==> src/sv/m4cft_pkg.sv <==
`timescale 1ns / 1ps
// ----------------------------------------------------------------------------
// m4cft_pkg
// Shared constants and binary32 helper functions for the column transform.
// ----------------------------------------------------------------------------
package m4cft_pkg;

  localparam int unsigned NumCfg   = 8;
  localparam int unsigned CfgIdxW  = 3;
  localparam int unsigned AddrW    = 6;
  localparam int unsigned CfgW     = 64;
  localparam int unsigned ItemW    = 128;
  localparam int unsigned MulLat   = 3;
  localparam int unsigned AddLat   = 4;
  localparam int unsigned TotalLat = MulLat + 3 * AddLat;

  localparam logic [31:0] Qnan    = 32'h7FC0_0000;
  localparam logic [30:0] InfBits = 31'h7F80_0000;

  typedef logic signed [9:0] fexp_t;

  // Leading zero count; zero input returns 0 (never used that way).
  function automatic logic [5:0] lzc48(input logic [47:0] v);
    logic [5:0] n;
    n = 6'd0;
    for (int i = 0; i < 48; i++) begin
      if (v[i]) n = 6'(47 - i);
    end
    return n;
  endfunction

  // Round to nearest even. v holds 24 kept bits, a guard bit and a sticky bit,
  // MSB set; e is the biased exponent of that MSB.
  function automatic logic [31:0] round_pack(input logic sign, input fexp_t e,
                                             input logic [25:0] v);
    logic [51:0] t;
    logic [25:0] w;
    logic [4:0]  amt;
    logic [30:0] base;
    logic [23:0] keep;
    logic        up;
    t    = '0;
    w    = v;
    amt  = '0;
    base = '0;
    keep = '0;
    up   = 1'b0;
    if (e >= fexp_t'(255)) begin
      return {sign, InfBits};
    end
    if (e <= fexp_t'(0)) begin
      if (fexp_t'(1) - e > fexp_t'(26)) amt = 5'd26;
      else amt = 5'(fexp_t'(1) - e);
      t    = {v, 26'b0} >> amt;
      w    = {t[51:27], t[26] | (|t[25:0])};
      base = '0;
    end else begin
      base = 31'(e - fexp_t'(1)) << 23;
    end
    keep = w[25:2];
    up   = w[1] & (w[0] | keep[0]);
    return {sign, base + 31'(keep) + 31'(up)};
  endfunction

endpackage

==> src/sv/m4cft_fmul.sv <==
`timescale 1ns / 1ps
// ----------------------------------------------------------------------------
// m4cft_fmul
// Three-stage binary32 multiplier: multiply, normalize, round.
// ----------------------------------------------------------------------------
module m4cft_fmul (
  input  logic        clk,
  input  logic        en,
  input  logic [31:0] a,
  input  logic [31:0] b,
  output logic [31:0] y
);
  import m4cft_pkg::*;

  logic        a_nan, b_nan, a_inf, b_inf, a_zero, b_zero, sgn;
  logic [7:0]  ea, eb;
  logic [23:0] ma, mb;
  logic        sp_c;
  logic [31:0] spv_c;

  logic        s1_sp, s2_sp;
  logic [31:0] s1_spv, s2_spv;
  logic        s1_sign, s2_sign;
  fexp_t       s1_e, s2_e;
  logic [47:0] s1_p;
  logic [25:0] s2_v;
  logic [5:0]  lz;
  logic [47:0] norm;

  always_comb begin
    sgn    = a[31] ^ b[31];
    a_nan  = a[30:0] > InfBits;
    b_nan  = b[30:0] > InfBits;
    a_inf  = a[30:0] == InfBits;
    b_inf  = b[30:0] == InfBits;
    a_zero = a[30:0] == '0;
    b_zero = b[30:0] == '0;
    ea     = (a[30:23] == 8'd0) ? 8'd1 : a[30:23];
    eb     = (b[30:23] == 8'd0) ? 8'd1 : b[30:23];
    ma     = {a[30:23] != 8'd0, a[22:0]};
    mb     = {b[30:23] != 8'd0, b[22:0]};
    sp_c   = 1'b1;
    spv_c  = {sgn, 31'b0};
    if (a_nan || b_nan) spv_c = Qnan;
    else if (a_inf || b_inf) spv_c = (a_zero || b_zero) ? Qnan : {sgn, InfBits};
    else if (a_zero || b_zero) spv_c = {sgn, 31'b0};
    else sp_c = 1'b0;
  end

  always_comb begin
    lz   = lzc48(s1_p);
    norm = s1_p << lz;
  end

  always_ff @(posedge clk) begin
    if (en) begin
      s1_sp   <= sp_c;
      s1_spv  <= spv_c;
      s1_sign <= sgn;
      s1_e    <= fexp_t'({2'b0, ea}) + fexp_t'({2'b0, eb}) - fexp_t'(126);
      s1_p    <= 48'(ma) * 48'(mb);
      s2_sp   <= s1_sp;
      s2_spv  <= s1_spv;
      s2_sign <= s1_sign;
      s2_e    <= s1_e - fexp_t'({4'b0, lz});
      s2_v    <= {norm[47:23], |norm[22:0]};
      y       <= s2_sp ? s2_spv : round_pack(s2_sign, s2_e, s2_v);
    end
  end

endmodule

==> config.mk <==
export PLATFORM = sky130hd
export DESIGN_NAME = m4cft_fmul
export DESIGN_NICKNAME = d
export VERILOG_FILES = /design/src/sv/m4cft_pkg.sv /design/src/sv/m4cft_fmul.sv
export SDC_FILE = /design/constraint.sdc
export NUM_CORES = 2
export LEC_CHECK = 0
export BUFFER_PORTS_ARGS = -buffer_cell sky130_fd_sc_hd__buf_2
export CORE_AREA = 2 2 349 178
export CTS_CLUSTER_DIAMETER = 50
export DETAILED_ROUTE_END_ITERATION = 16
export DIE_AREA = 0 0 351 180
export PLACE_DENSITY_LB_ADDON = 0.08
export SLEW_MARGIN = 20
export SYNTH_ARGS = -nofsm -noshare
export SYNTH_HDL_FRONTEND = slang
export SYNTH_SLANG_ARGS = --single-unit
==> constraint.sdc <==
create_clock -name clk -period 10.35 [get_ports clk]
set_clock_uncertainty 0.2 [all_clocks]
set_input_delay 0.5175 -clock clk [delete_from_list [all_inputs] [get_ports clk]]
set_output_delay 0.5175 -clock clk [all_outputs]
set_load 0.03 [all_outputs]
# --- Word-level counts from Yosys, hierarchy flattened ---
# Cells that the tools add are included.
totals:
  output_inout_bits: 32
  wordCells: 115
  regBits: 194
op_classes:
  shift: 2
  mux: 68
  bitwise_logic: 5
  n_eq_ne: 2
  magnitude_cmp: 5
  multipliers: 1
  add_sub_neg: 7
  reduce_logical: 13
op_table:
  columns: ["operator", "count"]
  rows:
  - ["2-to-1 mux 6 bit", 48]
  - ["2-to-1 mux 32 bit", 5]
  - ["2-to-1 mux 31 bit", 3]
  - ["2-to-1 mux 26 bit", 3]
  - ["equality test 31 bit (second input constant)", 2]
  - ["greater-than comparator 31 bit (second input constant)", 2]
  - ["logical NOT 31 bit", 2]
  - [">> shifter 52 x 5 -> 52 bit", 1]
  - ["multiplier 24 x 24 -> 48 bit", 1]
  - ["left shift 48 x 6 -> 48 bit", 1]
  - ["adder 31 x 1 -> 31 bit", 1]
  - ["adder 31 x 24 -> 31 bit", 1]
  - ["OR reduction 26 bit", 1]
  - ["OR reduction 23 bit", 1]
  - ["2-to-1 mux 5 bit", 4]
  - ["logical NOT 8 bit", 2]
  - ["2-to-1 mux 8 bit", 2]
  - ["nonzero test 8 bit", 2]
  - ["greater-or-equal comparator 10 x 9 -> 1 bit (second input constant)", 1]
  - ["greater-than comparator 10 x 6 -> 1 bit (second input constant)", 1]
  - ["<= comparator 10 x 1 -> 1 bit (second input constant)", 1]
  - ["subtractor 10 x 7 -> 10 bit", 1]
  - ["subtractor 2 x 10 -> 10 bit (first input constant)", 1]
  - ["subtractor 9 x 7 -> 10 bit (second input constant)", 1]
  - ["9 further kinds", 15]

# --- Logic depth before layout (Yosys ltp) ---
depth:
  ltp_word: 50
  ltp_mapped: 29

# --- Worst setup path before layout ---
# No wires, ideal clock.
synth_timing:
  path_type: "input -> register"
  startpoint: "in b[3]"
  endpoint: "reg s1_p[45] (data pin)"
  cell_stages: 27
  setup_time_ns: 0.258
  path_slack_ns: 2.156
  path_buffers: 2
  t_required_ns: 9.892
  arrival_ns: 7.736
  path_cell_list: "clkbuf_1 -> clkbuf_1 -> nand2_1 -> fa_1 -> inv_1 -> fa_1 -> fa_1 -> fa_1 -> fa_1 -> inv_1 -> fa_1 -> inv_1 -> fa_1 -> ha_1 -> a21o_1 -> a21oi_1 -> o21ai_0 -> a22o_1 -> or4b_2 -> o21ai_0 -> a211oi_1 -> o2111ai_1 -> a31oi_1 -> a41oi_1 -> nand2b_1 -> a21oi_1 -> xnor2_1"
synth_via:
  elab_chain_len: 1
synth_lines:
  columns: ["element", "line_no", "text"]
  rows:
  - ["start: declaration", "m4cft_fmul.sv:10", "input logic [31:0] b,"]
  - ["multiplier 24 x 24 -> 48 bit", "m4cft_fmul.sv:61", "s1_p <= 48'(ma) * 48'(mb);"]
  - ["end signal: assignment", "m4cft_fmul.sv:61", null]
  - ["end: declaration", "m4cft_fmul.sv:25", "logic [47:0] s1_p;"]
# Every way passes these cells.
# A chain may end at the register's enable or synchronous reset.

# --- Final worst setup path ---
layout_timing:
  startpoint: "in a[14]"
  endpoint: "reg s1_p[45] (data pin)"
layout_via:
  elab_chain_len: 1
layout_lines:
  columns: ["element", "line_no", "text"]
  rows:
  - ["start: declaration", "m4cft_fmul.sv:9", "input logic [31:0] a,"]
  - ["multiplier 24 x 24 -> 48 bit", "m4cft_fmul.sv:61", null]
# Every way passes these cells.

==> metrics.md <==
| Metric | Value |
|---|---|
| Remaining DRCs | 0 |
| Critical Setup Path Class | in2reg |
| Via/cell ratio | roughly 6.0 |
| Number of DRC markers in iteration 0 | about 2600 |
| Worst path arrival time | 8.81 ns |
| Synth area leader | fa_1 |
| Fillers | 5624 |
| R2R Path Start | s2_e[1] |
| Pin count of the biggest net entering global routing | 94 |
| Min-delay worst type | in2reg |
| Max-slew headroom | 0.283 |
| Worst-margin pin slew | 1.08 ns |
| Core area | ~60000 um^2 |
| Startpoint types | input pin |
| Resize count post-CTS | 0 |
| Worst hold start | a[31] |
| Final Max Slew Viols | 0 |
| Chip width | 351 um |
| Final Setup Violations | 0 |
| Most used DFF post-synth | edfxtp_1 |
| Synth unique cells | 101 |
| Final hold violations | 0 |
| Post-synth top area share | 0.325 |
| Die area | around 63000 um^2 |
| Initial antenna violation count | 1 |
| Main area contributors after synthesis | fa_1 (32%), edfxtp_1 (14%), ha_1 (8.4%), inv_1 (6.8%), nand2_1 (6.5%) |
| GRT Residual Overflow | 0 |
| # hold bufs at CTS | 0 |
| Initial Utilization | 0.495 |
| Layout cells sized above 1 | 0.0736 |
| Clock transition at the registers of the reported paths | 0.06 ns |
| Root buf cell | clkbuf_16 |
| Clk sinks | 136 |
| Cells after Synth | 3361 |
| R2r endpoint | y[30] |
| CP Data Required Time | 10.39 ns |
| Syn-to-layout area delta | 5.51% |
| GR Util All Layers | 0.322 |
| Seq cells post-synth | 136 |
| First-pass GRT wire length | 155000 um |
| Fin nets | 4078 |
| Die Span Y | ~180 um |
| Io pins | 98 |
| Async S/R FF share, synth | 0 |
| Htree depth | 4 |
| Fin crit share | 0.847 |
| Worst Setup EP | s1_p[45] |
| DR vias | between 20000 and 25000 |
| Post-route ant nets | 0 |
| Fmax | 114 MHz |
| Post-route setup TNS | 0 ns |
| Total Routed Length | 98700 um |
| Synthesized area | between 20000 and 30000 um^2 |
| Skew-Pair Late Insertion Delay | roughly 0.5 ns |
| Max-cap viol count | 0 |
| Crit Path Max Fanout | 25 |
| YS warnings | 0 |
| Syn avg cell area | 8.87 um^2 |
| R2r setup slk | 2.58 ns |
| Vias in the first global route | 25450 |
| Placer Congestion | roughly 1 |
| Seq/Total Area, Yosys | 0.137 |
| Reg2reg path depth | 19 |
| CTS tree | built |
| CTS Buf Count | 25 |
| Postcts setup bufs | 0 |
| PortBufs | 97 |
| RSZ-0062 raised after global routing | false |
| Drt first pass iters | 6 |
| Max clock buf depth | 3 |
| Wirelength per Cell | 23.7 um |
| Outcome | complete, no violations |
| Origin of the worst setup path | a[14] |
| Min Tclk post-route | 8.77 ns |
| Setup crit end kind | register |
| Final HPWL DP | 78700 um |
| Post-synth EDFFs | about 140 |
| Std-Cell Rows | between 60 and 70 |
| Total nets after synthesis | 4112 |
==> per-stage QoR <==
| step | instances | worst slack, ns | area, um^2 | hold WS [ns] | utilization |
|---|---|---|---|---|---|
| final | 4157 | 1.58 | 31500 | 0.123 | 0.522 |
| after global routing | 4157 | 1.15 | 31500 | 0.144 | 0.522 |
| after CTS | 4156 | 1.74 | 31500 | 0.115 | 0.522 |
| after detailed placement | 4125 | 1.25 | 30800 | 0.205 | 0.511 |
| after global placement | 4125 | 1.27 | 30800 | 0.207 | 0.511 |
| after floorplan | 3361 | 2.16 | 29800 | 0.200 | - |
==> cell families (layout without fill, tap and decap cells) <==
| kind of cell | after synthesis | count (layout) | share of synthesized area |
|---|---|---|---|
| AO/OA/AOI/OAI | 438 | 438 | 0.102 |
| XOR/XNOR | 93 | 93 | 0.0273 |
| adder cells (fa/ha/maj) | 685 | 685 | 0.409 |
| buffers and inverters | 733 | 703 | 0.0954 |
| flip-flops | 136 | 136 | 0.137 |
| multiplexers | 115 | 115 | 0.0399 |
| other | 0 | 1 | 0 |
| AND/OR/NAND/NOR | 1161 | 1161 | 0.189 |
==> layout by cell type (no fill, tap or decap), drive strengths merged, types with 19 or more instances in the layout <==
cell    instances
xnor2          57
nand2b         19
a211oi         23
nor4           50
edfxtp        136
inv           540
and2          207
o211ai         20
mux2i          93
nand3          56
nor2          161
clkbuf         25
xor2           36
nand2         516
ha            201
a21oi         111
buf           131
and3           20
o21ai          81
a21o           30
fa            484
mux2           21
a31oi          24
nor3           61
==> per-layer routing <==
| metal | vias up | GRT usage | part of all wire |
|---|---|---|---|
| met5 | - | 0 | 0 |
| met4 | 0 | 0.0452 | 0.011 |
| met1 | 12617 | 0.539 | 0.51 |
| li1 | 10832 | - | - |
| met2 | 1238 | 0.403 | 0.36 |
| met3 | 101 | 0.0926 | 0.11 |
==> layout make-up <==
cell class                      count  area (um^2)  area share
Antenna cell                        1         2.50   0.0000795
Clock buffer                       25          626      0.0199
Clock inverter                      6         25.0    0.000795
Inverter                          541         2030      0.0645
Multi-Input combinational cell   2492        22900       0.728
Sequential cell                   136         4080       0.130
Tap cell                          825         1030      0.0328
Timing Repair Buffer              131          747      0.0237
==> synth_stat cells, types with 8 or more instances <==
cell	instances
xnor2_1	57
ha_1	201
o21ai_0	78
inv_1	538
a21o_1	30
nand3_1	53
o22a_1	10
nand2b_1	19
nor2_1	157
a31oi_1	24
edfxtp_1	136
nor3_1	55
o22ai_1	11
buf_2	20
o21a_1	11
and2_1	207
o211ai_1	19
o31ai_1	9
xor2_1	36
mux2i_1	93
buf_1	11
nor2b_1	13
nand2_1	514
and3_1	20
a21oi_1	110
mux2_2	21
nor4_1	44
a221oi_1	12
o221ai_1	8
nand4_1	16
a211oi_1	19
clkbuf_1	149
fa_1	484
==> worst max-delay path: stages <==
cell,delay [ns]
buf_2,0.57
nand2_1,0.18
fa_1,0.57
inv_1,0.05
fa_1,0.47
fa_1,0.58
fa_1,0.46
fa_1,0.56
inv_1,0.05
fa_1,0.48
inv_1,0.05
fa_1,0.43
ha_1,0.34
a21o_1,0.17
a21oi_1,0.34
o21ai_0,0.23
a22o_1,0.31
or4b_2,0.62
o21ai_0,0.42
a211oi_1,0.21
o2111ai_1,0.30
a31oi_1,0.21
a41oi_1,0.35
nand2b_1,0.09
a21oi_1,0.18
xnor2_1,0.08
==> how the worst min path moves through the flow <==
stage,end,slack [ns],depth (start not counted)
3_5_place_dp,s2_spv[22],0.20,0
3_3_place_gp,s2_spv[22],0.21,0
4_1_cts,s1_sign,0.12,3
5_1_grt,s1_sign,0.14,3
2_1_floorplan,s2_sign,0.20,0
6_report,s1_sign,0.12,3
==> sequential cells by signal (all words and copies together) (netlist names) <==
signal / cells
s2_e: 10
y: 32
s2_sign: 1
s1_spv: 3
s2_v: 26
s2_spv: 3
s1_e: 10
s1_p: 48
s1_sign: 1
s2_sp: 1
s1_sp: 1
Power is left out: the tool's default activity adds up to more than one toggle a clock period on the data nets, which glitch-free logic cannot reach.
