<file path="config.mk">
export PLATFORM = sky130hd
export DESIGN_NAME = m4cft_fadd
export DESIGN_NICKNAME = d
export VERILOG_FILES = /design/src/sv/m4cft_pkg.sv /design/src/sv/m4cft_fadd.sv
export SDC_FILE = /design/constraint.sdc
export NUM_CORES = 1
export LEC_CHECK = 0
export BUFFER_PORTS_ARGS = -buffer_cell sky130_fd_sc_hd__buf_2
export CORE_MARGIN = 1.5
export CORE_UTILIZATION = 39
export CTS_CLUSTER_SIZE = 14
export DETAILED_ROUTE_END_ITERATION = 10
export SETUP_SLACK_MARGIN = 0.2
export SYNTH_ARGS = -nofsm -noshare
export SYNTH_HDL_FRONTEND = slang
export SYNTH_SLANG_ARGS = --single-unit
</file>
<file path="constraint.sdc">
create_clock -name clk -period 12.6 [get_ports clk]
set_input_delay 1.26 -clock clk [delete_from_list [all_inputs] [get_ports clk]]
set_output_delay 1.26 -clock clk [all_outputs]
set_load 0.03 [all_outputs]
</file>
<file path="src/sv/m4cft_pkg.sv">
`timescale 1ns / 1ps
// ----------------------------------------------------------------------------
// m4cft_pkg
// Shared constants and binary32 helper functions for the column transform.
// ----------------------------------------------------------------------------
package m4cft_pkg;

  localparam int unsigned NumCfg   = 8;
  localparam int unsigned CfgIdxW  = 3;
  localparam int unsigned AddrW    = 6;
  localparam int unsigned CfgW     = 64;
  localparam int unsigned ItemW    = 128;
  localparam int unsigned MulLat   = 3;
  localparam int unsigned AddLat   = 4;
  localparam int unsigned TotalLat = MulLat + 3 * AddLat;

  localparam logic [31:0] Qnan    = 32'h7FC0_0000;
  localparam logic [30:0] InfBits = 31'h7F80_0000;

  typedef logic signed [9:0] fexp_t;

  // Leading zero count; zero input returns 0 (never used that way).
  function automatic logic [5:0] lzc48(input logic [47:0] v);
    logic [5:0] n;
    n = 6'd0;
    for (int i = 0; i < 48; i++) begin
      if (v[i]) n = 6'(47 - i);
    end
    return n;
  endfunction

  // Round to nearest even. v holds 24 kept bits, a guard bit and a sticky bit,
  // MSB set; e is the biased exponent of that MSB.
  function automatic logic [31:0] round_pack(input logic sign, input fexp_t e,
                                             input logic [25:0] v);
    logic [51:0] t;
    logic [25:0] w;
    logic [4:0]  amt;
    logic [30:0] base;
    logic [23:0] keep;
    logic        up;
    t    = '0;
    w    = v;
    amt  = '0;
    base = '0;
    keep = '0;
    up   = 1'b0;
    if (e >= fexp_t'(255)) begin
      return {sign, InfBits};
    end
    if (e <= fexp_t'(0)) begin
      if (fexp_t'(1) - e > fexp_t'(26)) amt = 5'd26;
      else amt = 5'(fexp_t'(1) - e);
      t    = {v, 26'b0} >> amt;
      w    = {t[51:27], t[26] | (|t[25:0])};
      base = '0;
    end else begin
      base = 31'(e - fexp_t'(1)) << 23;
    end
    keep = w[25:2];
    up   = w[1] & (w[0] | keep[0]);
    return {sign, base + 31'(keep) + 31'(up)};
  endfunction

endpackage

</file>
<file path="src/sv/m4cft_fadd.sv">
`timescale 1ns / 1ps
// ----------------------------------------------------------------------------
// m4cft_fadd
// Four-stage binary32 adder: order, align and add, normalize, round.
// ----------------------------------------------------------------------------
module m4cft_fadd (
  input  logic        clk,
  input  logic        en,
  input  logic [31:0] a,
  input  logic [31:0] b,
  output logic [31:0] y
);
  import m4cft_pkg::*;

  logic        a_nan, b_nan, a_inf, b_inf, a_zero, b_zero;
  logic [31:0] x, z;
  logic [7:0]  ex, ez;
  logic        sp_c;
  logic [31:0] spv_c;

  logic        s1_sp, s2_sp, s3_sp;
  logic [31:0] s1_spv, s2_spv, s3_spv;
  logic        s1_sign, s2_sign, s3_sign;
  logic        s1_sub;
  logic [7:0]  s1_e, s1_d, s2_e;
  logic [23:0] s1_mx, s1_mz;
  logic [27:0] s2_r;
  fexp_t       s3_e;
  logic [25:0] s3_v;

  logic [53:0] t;
  logic [26:0] bal, am;
  logic [4:0]  amt;
  logic [27:0] r;
  logic [5:0]  lz;
  logic [27:0] norm;

  always_comb begin
    a_nan  = a[30:0] > InfBits;
    b_nan  = b[30:0] > InfBits;
    a_inf  = a[30:0] == InfBits;
    b_inf  = b[30:0] == InfBits;
    a_zero = a[30:0] == '0;
    b_zero = b[30:0] == '0;
    sp_c   = 1'b1;
    spv_c  = a;
    if (a_nan || b_nan) spv_c = Qnan;
    else if (a_inf) spv_c = (b_inf && (a[31] != b[31])) ? Qnan : a;
    else if (b_inf) spv_c = b;
    else if (a_zero && b_zero) spv_c = {a[31] & b[31], 31'b0};
    else if (a_zero) spv_c = b;
    else if (b_zero) spv_c = a;
    else sp_c = 1'b0;
    // order by magnitude
    if (b[30:0] > a[30:0]) begin
      x = b;
      z = a;
    end else begin
      x = a;
      z = b;
    end
    ex = (x[30:23] == 8'd0) ? 8'd1 : x[30:23];
    ez = (z[30:23] == 8'd0) ? 8'd1 : z[30:23];
  end

  always_comb begin
    amt = (s1_d > 8'd27) ? 5'd27 : s1_d[4:0];
    t   = {s1_mz, 3'b0, 27'b0} >> amt;
    bal = {t[53:28], t[27] | (|t[26:0])};
    am  = {s1_mx, 3'b0};
    r   = s1_sub ? ({1'b0, am} - {1'b0, bal}) : ({1'b0, am} + {1'b0, bal});
  end

  always_comb begin
    lz   = lzc48({s2_r, 20'b0});
    norm = s2_r << lz;
  end

  always_ff @(posedge clk) begin
    if (en) begin
      s1_sp   <= sp_c;
      s1_spv  <= spv_c;
      s1_sign <= x[31];
      s1_sub  <= x[31] ^ z[31];
      s1_e    <= ex;
      s1_d    <= ex - ez;
      s1_mx   <= {x[30:23] != 8'd0, x[22:0]};
      s1_mz   <= {z[30:23] != 8'd0, z[22:0]};
      // exact cancellation gives +0
      s2_sp   <= s1_sp | (s1_sub && r == '0);
      s2_spv  <= s1_sp ? s1_spv : 32'd0;
      s2_sign <= s1_sign;
      s2_e    <= s1_e;
      s2_r    <= r;
      s3_sp   <= s2_sp;
      s3_spv  <= s2_spv;
      s3_sign <= s2_sign;
      s3_e    <= fexp_t'({2'b0, s2_e}) + fexp_t'(1) - fexp_t'({4'b0, lz});
      s3_v    <= {norm[27:3], |norm[2:0]};
      y       <= s3_sp ? s3_spv : round_pack(s3_sign, s3_e, s3_v);
    end
  end

endmodule

</file>
; Yosys cells after proc, flatten, opt, wreduce, memory -nomap -nowiden
; Index checks and enable logic that the tools add are counted.
[word_totals]
out_inout_bits = 32
in_bits = 66
regBits = 271
wordCells = 118
[classes]
reduce_logical = 15
n_lt_le_gt_ge = 7
mux = 55
n_eq_ne = 3
n_bitwise = 7
n_addsub = 9
n_shift = 3
[op_table]
columns = op, n
row1 = 32-bit two-way mux, 10
row2 = 6-bit two-way mux, 27
row3 = 31-bit two-way mux, 3
row4 = 26-bit two-way mux, 3
row5 = 31-bit == test (second input constant), 2
row6 = 31-bit greater-than comparator (second input constant), 2
row7 = 31-bit zero test, 2
row8 = 54-bit by 5-bit >> shifter with 54-bit output, 1
row9 = 52-bit by 5-bit >> shifter with 52-bit output, 1
row10 = 31-bit by 1-bit adder with 31-bit output, 1
row11 = 31-bit by 24-bit adder with 31-bit output, 1
row12 = 31-bit greater-than comparator, 1
row13 = 5-bit two-way mux, 6
row14 = 27-bit by 27-bit adder with 28-bit output, 1
row15 = 28-bit zero test, 1
row16 = 28-bit two-way mux, 1
row17 = 28-bit by 6-bit left shift with 28-bit output, 1
row18 = 27-bit by 27-bit subtractor with 28-bit output, 1
row19 = 27-bit OR reduction, 1
row20 = 26-bit OR reduction, 1
row21 = 8-bit zero test, 2
row22 = 8-bit two-way mux, 2
row23 = 8-bit nonzero test, 2
row24 = 10-bit by 9-bit >= comparator with 1-bit output (second input constant), 1
row25 = 17 further kinds, 25

; Depth between registers and ports, before layout
; Gate-level depths: netlist (run 1).
[depth]
word_depth = 30
ltp_mapped = 28
mapped_depth_nobuf = 25

; Least setup slack after synthesis (run 1)
; OpenSTA, ideal clock, no wires.
[synth_timing]
kind = register to register
startpoint = reg s1_d[7]
endpoint = reg s2_sp (data pin)
n_path_buf = 1
synth_period_minus_slack_ps = 5980
path_slack_ps = 6620
required_time_ps = 12435
arrival_time_ps = 5815
stages_incl_launch_ff = 21
setup_ps = 165
cell_sequence = edfxtp_1 -> or3_1 -> buf_2 -> or3_4 -> mux2_4 -> mux2_2 -> nor4_1 -> o211ai_1 -> o31a_4 -> inv_2 -> ha_1 -> inv_1 -> o41ai_2 -> a2111oi_0 -> a221oi_1 -> xnor2_1 -> or4b_1 -> a2111o_1 -> or4_1 -> or4_1 -> o31ai_2
[synth_between]
elab_chain_len = 10
elab_cells_between_ends = 11
cone_classes = add/sub (2) / order compare (1) / shift (1) / mux (2) / bitwise (2) / reduce/logical (3)
[synth_rtl]
columns = item, line
row1 = from (decl), m4cft_fadd.sv:25  ; logic [7:0] s1_e, s1_d, s2_e;
row2 = from (signal assigned), m4cft_fadd.sv:86  ; s1_d <= ex - ez;
row3 = 8-bit by 5-bit greater-than comparator with 1-bit output (*), m4cft_fadd.sv:67  ; amt = (s1_d > 8'd27) ? 5'd27 : s1_d[4:0];
row4 = 5-bit two-way mux (*), m4cft_fadd.sv:67
row5 = 54-bit by 5-bit >> shifter with 54-bit output (*), m4cft_fadd.sv:68  ; t = {s1_mz, 3'b0, 27'b0} >> amt;
row6 = 27-bit OR reduction, m4cft_fadd.sv:69  ; bal = {t[53:28], t[27] | (|t[26:0])};
row7 = 1-bit bitwise OR (*), m4cft_fadd.sv:69
row8 = via bal[0], m4cft_fadd.sv:32  ; logic [26:0] bal, am;
row9 = 27-bit by 27-bit adder with 28-bit output or 27-bit by 27-bit subtractor with 28-bit output (tied branches), m4cft_fadd.sv:71  ; r = s1_sub ? ({1'b0, am} - {1'b0, bal}) : ({1'b0, am} + {1'b0, bal});
row10 = 28-bit two-way mux (*), m4cft_fadd.sv:71
row11 = via r[8], m4cft_fadd.sv:34  ; logic [27:0] r;
row12 = 28-bit zero test (*), m4cft_fadd.sv:90  ; s2_sp <= s1_sp | (s1_sub && r == '0);
row13 = 1-bit logical AND (*), m4cft_fadd.sv:90
row14 = 1-bit bitwise OR (*), m4cft_fadd.sv:90
row15 = to (signal assigned), m4cft_fadd.sv:90
row16 = to (decl), m4cft_fadd.sv:21  ; logic s1_sp, s2_sp, s3_sp;
; Mark *: on every way through the listed nets, which the timed path passes. The rest lies on a longest branch.
; A chain may end at the register's enable or synchronous reset.

; Final worst setup path (run 1)
[layout_timing]
startpoint = reg s1_d[2]
endpoint = reg s2_sp (data pin)
[layout_between]
elab_chain_len = 10
elab_cells_between_ends = 11
cone_classes = add/sub (2) / order compare (1) / shift (1) / mux (2) / bitwise (2) / reduce/logical (3)
[layout_rtl]
columns = item, line
row1 = 8-bit by 5-bit greater-than comparator with 1-bit output, m4cft_fadd.sv:67
row2 = 5-bit two-way mux (*), m4cft_fadd.sv:67
row3 = 54-bit by 5-bit >> shifter with 54-bit output (*), m4cft_fadd.sv:68
row4 = 27-bit OR reduction, m4cft_fadd.sv:69
row5 = 1-bit bitwise OR (*), m4cft_fadd.sv:69
row6 = via bal[0], m4cft_fadd.sv:32
row7 = 27-bit by 27-bit adder with 28-bit output or 27-bit by 27-bit subtractor with 28-bit output (tied branches), m4cft_fadd.sv:71
row8 = 28-bit two-way mux (*), m4cft_fadd.sv:71
row9 = via r[8], m4cft_fadd.sv:34
row10 = 28-bit zero test (*), m4cft_fadd.sv:90
row11 = 1-bit logical AND (*), m4cft_fadd.sv:90
row12 = 1-bit bitwise OR (*), m4cft_fadd.sv:90
; Marks and branches as above.

==> results of run 1 <==
[per-stage QoR]
stage	power [mW]	cell area [µm²]	cells	hold WS (ns)	worst slack, ns
2_1_floorplan	2.41	21600	2363	0.400	6.62
3_3_place_gp	2.90	22700	3089	0.401	5.24
3_5_place_dp	2.90	22700	3089	0.405	5.33
4_1_cts	3.71	23600	3140	0.419	5.26
5_1_grt	3.93	23600	3140	0.423	4.79
6_report	3.73	23600	3140	0.418	5.20
[critical path: cells and delay by family (launching register included)]
family	cells	cell delay [ns]
DFF	1	0.64
buffers and inverters	3	0.62
AOI/OAI and AO/OA	8	2.38
adders and majority gates	1	0.21
and+or+nand+nor	5	2.55
muxes	2	0.65
xor gates and xnor gates	1	0.14
[power by group]
group	switching (mW)	leakage, nW	internal (mW)	total, mW
logic	1.04	6.11	0.569	1.61
clock network	0.348	0.426	0.453	0.801
registers	0.156	2.68	1.16	1.32
total	1.55	9.22	2.18	3.73
[cell usage after synthesis (all sizes together), types with 12 or more instances]
library cell    n  share of area [%]
nor2b          24               0.69
nand3          53                1.2
o22ai          21               0.61
buf            37               0.93
o31ai          21               0.80
edfxtp        271                 38
nand2b         30               0.87
clkbuf        108                1.9
a22oi          31                1.1
and2           48                1.4
xnor2          38                1.5
a32o           12               0.56
nor3b          14               0.49
a21o           32                1.1
mux2i          95                4.4
o211ai         30                1.1
o221ai         17               0.72
and3           27               0.78
nand4          31               0.90
a21oi         129                3.0
a22o           14               0.57
nor4           44                1.3
xor2           29                1.2
a211oi         40                1.4
o21a           18               0.63
a31oi          21               0.61
a211o          12               0.49
inv           120                2.1
o21bai         15               0.52
mux2           54                2.9
or3            17               0.52
nor2          225                3.9
nand2         200                3.5
o21ai         135                3.1
ha            111                6.4
nor3           64                1.6
[placed cells by master, fill, tap and decap left out, drive strengths merged, types with 15 or more instances in the layout]
master	n
edfxtp	271
nor2	225
nand2	200
o21ai	135
a21oi	129
buf	123
inv	121
ha	111
mux2i	95
nor3	64
mux2	54
nand3	53
and2	48
nor4	44
a211oi	40
xnor2	38
clkbuf	35
a21o	32
nand4	31
a22oi	31
nand2b	30
o211ai	30
xor2	29
and3	27
nor2b	24
o22ai	21
a31oi	21
o31ai	21
o21a	18
or3	17
o221ai	17
o21bai	15
[metal layers]
layer | up-vias | part of all wire (%) | track usage (%)
li1 | 8978 | - | -
met1 | 9292 | 45 | 33.7
met2 | 827 | 46 | 39.2
met3 | 104 | 6.2 | 2.44
met4 | 0 | 2.8 | 6.44
met5 | - | 0 | 0
[cell type report]
type                    instances  area [µm²]
flip-flops and latches        271        8140
fillers                      5374       31400
multi-input cells            1826       12500
inverters                     121         454
clock inverters                16         163
repair buffers                123         691
clock buffers                  35         727
well taps                     748         936
[logic make-up after synthesis]
group | Yosys count | share of synthesized area, %
compound gates | 673 | 21.7
xor+xnor | 67 | 2.71
fa+ha+maj | 114 | 6.70
buf+inv | 266 | 4.91
flops | 271 | 37.6
mux | 152 | 7.58
simple gates | 820 | 18.8
[sequential cells by signal, summed over array words and instances (netlist names), 8 cells and up]
name and flops:
s1_d 8, s1_e 8, s1_mx 24, s1_mz 24, s1_spv 32, s2_e 8
s2_r 28, s2_spv 32, s3_e 10, s3_spv 32, s3_v 26, y 32
[path summary, 6_finish.rpt]
path | from | endpoint | cells after the start | slack, ns
worst max-delay path | s1_d[2] | s2_sp | 20 | 5.20
worst min-delay path | s2_spv[20] | s3_spv[20] | 0 | 0.42
worst max register to register | s1_d[2] | s2_sp | 20 | 5.20
worst min register to register | s2_spv[20] | s3_spv[20] | 0 | 0.42
==> Flow_metrics.wiki, run 1 <==
{| class="wikitable"
! Metric !! Value
|-
| Outcome || finished clean
|-
| Delay contributed by the slowest stage of the critical path || 0.78 ns
|-
| Count of buffers inserted at the top-level ports || 97
|-
| Leak Pwr || 9.22 nW
|-
| Worst voltage drop across the vdd grid || 0.119 mV
|-
| Synthesis-to-finish area growth || 8.99%
|-
| Worst-Skew Late Latency || between 0.5 and 0.6 ns
|-
| Share of synthesized flip-flops with an asynchronous set or reset || 0%
|-
| Placed wire-length estimate after detailed placement || 52.7 mm
|-
| Kind of launch point of the worst setup path || register
|-
| Minimum clock period after layout || 7.40 ns
|-
| DRT antenna net count || 0
|-
| Clock-pin slew reported for the worst setup and hold paths after clock tree synthesis || 0.07 ns
|-
| Count of flip-flops with a built-in enable after synthesis || approximately 270
|-
| Slowest cell on the critical path || nor3_4
|-
| Top fanout value on the critical path || 18
|-
| Type of the setup path with the least slack || reg2reg
|-
| Post-route DRC violation count || 0
|-
| Detailed-route wire length || 69.6 mm
|-
| Final Setup Violations || 0
|-
| CP Data Arrival Time || about 7.8 ns
|-
| Number of inserted diodes || 0
|-
| Final core utilization || 42.9%
|-
| Headroom to the max-slew limit || 12.9%
|-
| Final setup TNS || 0 ns
|-
| Area of the mapped netlist || 21600 µm²
|-
| Number of antenna violations at the first check in global routing || 0
|-
| Slew at the pin with the worst max-slew slack || approximately 1.3 ns
|-
| List of cells traversed by the critical path || clkinv_1 > nor3_4 > mux2i_1 > mux2i_1 > o21ai_0 > nor4_1 > o211ai_1 > o31a_4 > inv_2 > ha_1 > inv_1 > o41ai_2 > a2111oi_0 > a221oi_1 > xnor2_1 > or4b_1 > a2111o_1 > or4_1 > or4_1 > o31ai_2
|-
| I/O pins || slightly below 100
|-
| Buffers from clock root to sink, at most || 3
|-
| Die X || 238 µm
|-
| Synth unique cells || between 90 and 100
|-
| Slew Viols, Final || 0
|-
| Via/cell ratio || 6.11
|-
| Sort of element at the end of the critical path || register
|-
| Total of flip-flops plus latches after synthesis || between 200 and 300
|-
| Final count of hold timing violations || 0
|-
| Class of the tightest hold or removal check || reg2reg
|-
| Largest net degree at the start of global routing || roughly 120
|-
| Data required time of the critical path || 13.00 ns
|-
| Wire length of the first global-routing pass || 107 mm
|-
| CTS Buf Count || 28
|-
| Final Cycle Share || 58.7%
|-
| Vert. Die Dim || about 240 µm
|-
| Clock tree from TritonCTS || built
|-
| Final Wtd Congestion || 0.997
|-
| Detailed router's first-iteration violation count || roughly 2000
|-
| Number of maximum-capacitance constraint violations || 0
|-
| Syn_area_per_cell || 9.15 µm²
|-
| Post-CTS sizing || 0
|-
| Power density relative to cell area || 158 nW/µm²
|-
| Clock H-tree levels || 1
|-
| Final setup skew || 0.0281 ns
|-
| Starting density of the core || about two fifths
|-
| Syn. warnings || 0
|-
| Cell at the root of the clock tree || clkbuf_16
|-
| Fraction of final layout cells sized beyond drive strength 1 || 10.8%
|-
| Number of cells produced by synthesis || about 2400
|-
| Hold bufs inserted after CTS || 0
|-
| Total track usage || 23.9%
|-
| Core Region || about 55000 µm²
|-
| Number of standard-cell rows in the floorplan || 86
|-
| Max Fclk || 0.135 GHz
|-
| Via count of the first global-routing pass || about 18000
|-
| RSZ-0062 raised after global routing || no
|-
| Post-synth top flop || edfxtp_1
|-
| Total grt overflow || 0
|-
| Total Die Area || 56800 µm²
|-
| Via count || 19200
|-
| Post-DR wirelength/cell || 22.2 µm
|-
| Number of detailed-route iterations in the first pass || 6
|-
| Nets@finish || approximately 2600
|-
| Buffers inserted during post-CTS setup optimization || 0
|-
| Count of clock tree sinks || approximately 270
|-
| Number of nets produced by synthesis || around 2500
|-
| Portion of the post-synthesis area used by sequential elements || 37.6%
|}
Note: power is estimated with default switching activity, not from simulation.
==> run 2: changes to the inputs <==
ABC_AREA = 1   (was default)
clock period = 7.3 ns   (was 12.6 ns; I/O delays follow)
==> run 2 against run 1 <==
Compared with the run above: setup slack worse by 3.6 ns; global-route usage is 0.56 points higher; wire length up 1.3%; combinational power rose by 65%; non-clock buffer count fell by 9; core utilization is 0.31 points higher; synthesized area increased by 0.27%; clock power is 87% higher; worst hold slack worse by 0.011 ns; critical path depth up 12.
==> Flow_metrics.wiki, run 2 <==
{| class="wikitable"
! Metric !! Value
|-
| RSZ-0062 raised after global routing || no
|-
| Top routing layer in use || met4
|-
| Type of the setup path with the least slack || reg2reg
|-
| Largest net degree at the start of global routing || around 130
|-
| Detailed-route wire length || 70.5 mm
|-
| Post-route DRC violation count || 0
|-
| Top area cells in the synthesized netlist || edfxtp_1 38%, nand2_1 15%, nand3_1 9.5%
|-
| Cell depth of the worst flop-to-flop path || 32
|-
| Total track usage || between 20% and 30%
|-
| Starting density of the core || 39.4%
|-
| Post-synthesis cell type with the largest combined area || edfxtp_1
|-
| Worst-Skew Late Latency || just over 0.6 ns
|-
| Worst voltage drop across the vdd grid || 0.203 mV
|-
| Number of cells produced by synthesis || 3039
|-
| CP Data Arrival Time || 6.00 ns
|-
| Final Cycle Share || 77.4%
|-
| End of the worst register-to-register path || s2_sp
|-
| Switching part of the total power || a little over two fifths
|-
| Share of synthesized flip-flops with an asynchronous set or reset || 0%
|-
| Count of buffers inserted at the top-level ports || between 90 and 100
|-
| Via count || 20800
|-
| Met2 routed WL || 33.6 mm
|-
| Commonest non-fill, non-tap cells in the layout || 888 x nand2_1, 411 x nand3_1, 379 x inv_1
|-
| Number of maximum-capacitance constraint violations || 0
|-
| Via count of the first global-routing pass || 19800
|-
| Portion of the post-synthesis area used by sequential elements || 37.5%
|-
| Data required time of the critical path || approximately 7.6 ns
|-
| Number of inserted diodes || 0
|-
| Max Fclk || 0.177 GHz
|-
| Total grt overflow || 0
|-
| Slowest cell on the critical path || nand3_2
|-
| Outcome || finished clean
|-
| Cell repeated most along the worst path || nand2_1
|-
| Sequential cell fraction of total power || 34.0%
|-
| Headroom to the max-slew limit || 27.0%
|-
| DRT antenna net count || 0
|-
| Synth cell count leaders || 888 x nand2_1, 411 x nand3_1, 379 x inv_1
|-
| Slew at the pin with the worst max-slew slack || 1.09 ns
|-
| Slew Viols, Final || 0
|-
| Synthesis-to-finish area growth || 9.49%
|-
| Sequential Area || 8140 µm²
|-
| Count of flip-flops with a built-in enable after synthesis || ~270
|-
| Nets@finish || about 3300
|-
| Die X || 239 µm
|-
| Detailed router's first-iteration violation count || 1990
|-
| Final count of hold timing violations || 0
|-
| Total of flip-flops plus latches after synthesis || between 200 and 300
|-
| End point of the critical path || s2_sp
|-
| I/O pins || 98
|-
| Final setup TNS || 0 ns
|-
| Kind of launch point of the worst setup path || register
|-
| Syn. warnings || 0
|-
| Via/cell ratio || approximately 5.4
|-
| CTS Buf Count || 31
|-
| Clock tree from TritonCTS || built
|-
| Power density relative to cell area || 266 nW/µm²
|-
| Number of standard-cell rows in the floorplan || 86
|-
| Origin of the critical flop-to-flop path || s1_d[7]
|-
| Most common cell after layout, fill and taps aside || nand2_1
|-
| Length of routed wiring on met1 || between 30 and 40 mm
|-
| Count of clock tree sinks || 271
|-
| Final setup skew || 0.0328 ns
|-
| Synth unique cells || 64
|-
| Met3 wire length || around 3.7 mm
|-
| Placed wire-length estimate after detailed placement || 56.4 mm
|-
| Area of the mapped netlist || approximately 22000 µm²
|-
| Number of nets produced by synthesis || 3219
|-
| Final Wtd Congestion || 0.979
|-
| Total Die Area || ~57000 µm²
|-
| Post-synth top flop || edfxtp_1
|-
| R2R Setup Slk || 1.65 ns
|-
| Buffers from clock root to sink, at most || 3
|-
| Top fanout value on the critical path || 36
|-
| Class of the tightest hold or removal check || reg2reg
|-
| Leak Pwr || 10.9 nW
|-
| Sw power || 2.69 mW
|-
| Delay contributed by the slowest stage of the critical path || approximately 0.50 ns
|-
| Comb power frac || 42.2%
|-
| Core Region || 55000 µm²
|-
| Fraction of final layout cells sized beyond drive strength 1 || under 10%
|-
| Clock share of power || between 20% and 30%
|-
| Sort of element at the end of the critical path || register
|-
| Final Setup Violations || 0
|-
| Hold bufs inserted after CTS || 0
|-
| Clock H-tree levels || 1
|-
| Post-CTS sizing || 0
|-
| Vert. Die Dim || 239 µm
|-
| Buffers inserted during post-CTS setup optimization || 0
|-
| Final core utilization || roughly 43%
|-
| Total area of multi-input combinational cells || approximately 12000 µm²
|-
| Number of antenna violations at the first check in global routing || 1
|-
| Most frequently used cell type in the post-synthesis netlist || nand2_1
|-
| Post-DR wirelength/cell || 18.3 µm
|-
| Portion of synthesized cell area occupied by the leading cell type || 37.5%
|-
| Minimum clock period after layout || 5.65 ns
|-
| First element of the critical path || s1_d[7]
|-
| Wire length of the first global-routing pass || 110 mm
|-
| Clock-pin slew reported for the worst setup and hold paths after clock tree synthesis || 0.06 ns
|-
| Syn_area_per_cell || 7.13 µm²
|-
| Cell at the root of the clock tree || clkbuf_16
|-
| Internal power || 3.62 mW
|-
| Count of filler cells inserted in the layout || about 5600
|-
| Number of detailed-route iterations in the first pass || 8
|}
-- run 2: stage by stage --
step	instance area (µm²)	cells	setup slack [ns]	power (mW)	hold WS, ns
6_report	23700	3848	1.65	6.32	0.407
5_1_grt	23700	3848	1.06	6.75	0.415
4_1_cts	23700	3848	1.83	6.33	0.388
3_5_place_dp	22700	3791	1.71	4.80	0.405
3_3_place_gp	22700	3791	1.84	4.79	0.403
2_1_floorplan	21700	3039	2.84	4.02	0.400
-- run 2: final cells by class --
class	instances	share of cell area [%]
Clock buffer	34	3.32
Multi-Input combinational cell	2261	48.7
Tap cell	748	3.94
Sequential cell	271	34.3
Timing Repair Buffer	114	2.63
Clock inverter	23	0.875
Inverter	397	6.30
-- run 2: worst min path at each step --
stage,cells after the start,startpoint,endpoint
3_3_place_gp,0,s2_spv[31],s3_spv[31]
5_1_grt,0,s1_e[1],s2_e[1]
2_1_floorplan,0,s1_e[0],s2_e[0]
6_report,0,s1_e[1],s2_e[1]
4_1_cts,0,s1_e[1],s2_e[1]
3_5_place_dp,0,s2_spv[28],s3_spv[28]
-- run 2: metal layers --
layer	GRT usage, %	vias to the layer above
met5	0	-
li1	-	10200
met3	2.48	116
met1	32.1	9691
met4	8.23	0
met2	42.1	705
-- run 2: power by group through the flow --
stage | Combinational (mW) | Clock, mW | Sequential, mW
3_5_place_dp | 2.62 | 0 | 2.18
5_1_grt | 2.99 | 1.60 | 2.17
6_report | 2.66 | 1.50 | 2.15
2_1_floorplan | 1.88 | 0 | 2.14
3_3_place_gp | 2.62 | 0 | 2.17
4_1_cts | 2.63 | 1.55 | 2.15
-- run 2: cell families after synthesis --
kind of cell	share of synthesized area, %
fa+ha+maj	6.68
flops	37.5
simple gates	34.6
buf+inv	9.29
mux	0.0520
xor+xnor	1.45
compound gates	10.4
-- run 2: worst max-delay path: cells and delay by family (launching register included) --
kind	cells	cell delay, ns
flip-flops	1	0.38
AO/OA/AOI/OAI	4	0.74
buffers and inverters	5	0.78
XOR/XNOR	1	0.17
AND/OR/NAND/NOR	21	2.94
adder cells (fa/ha/maj)	1	0.38
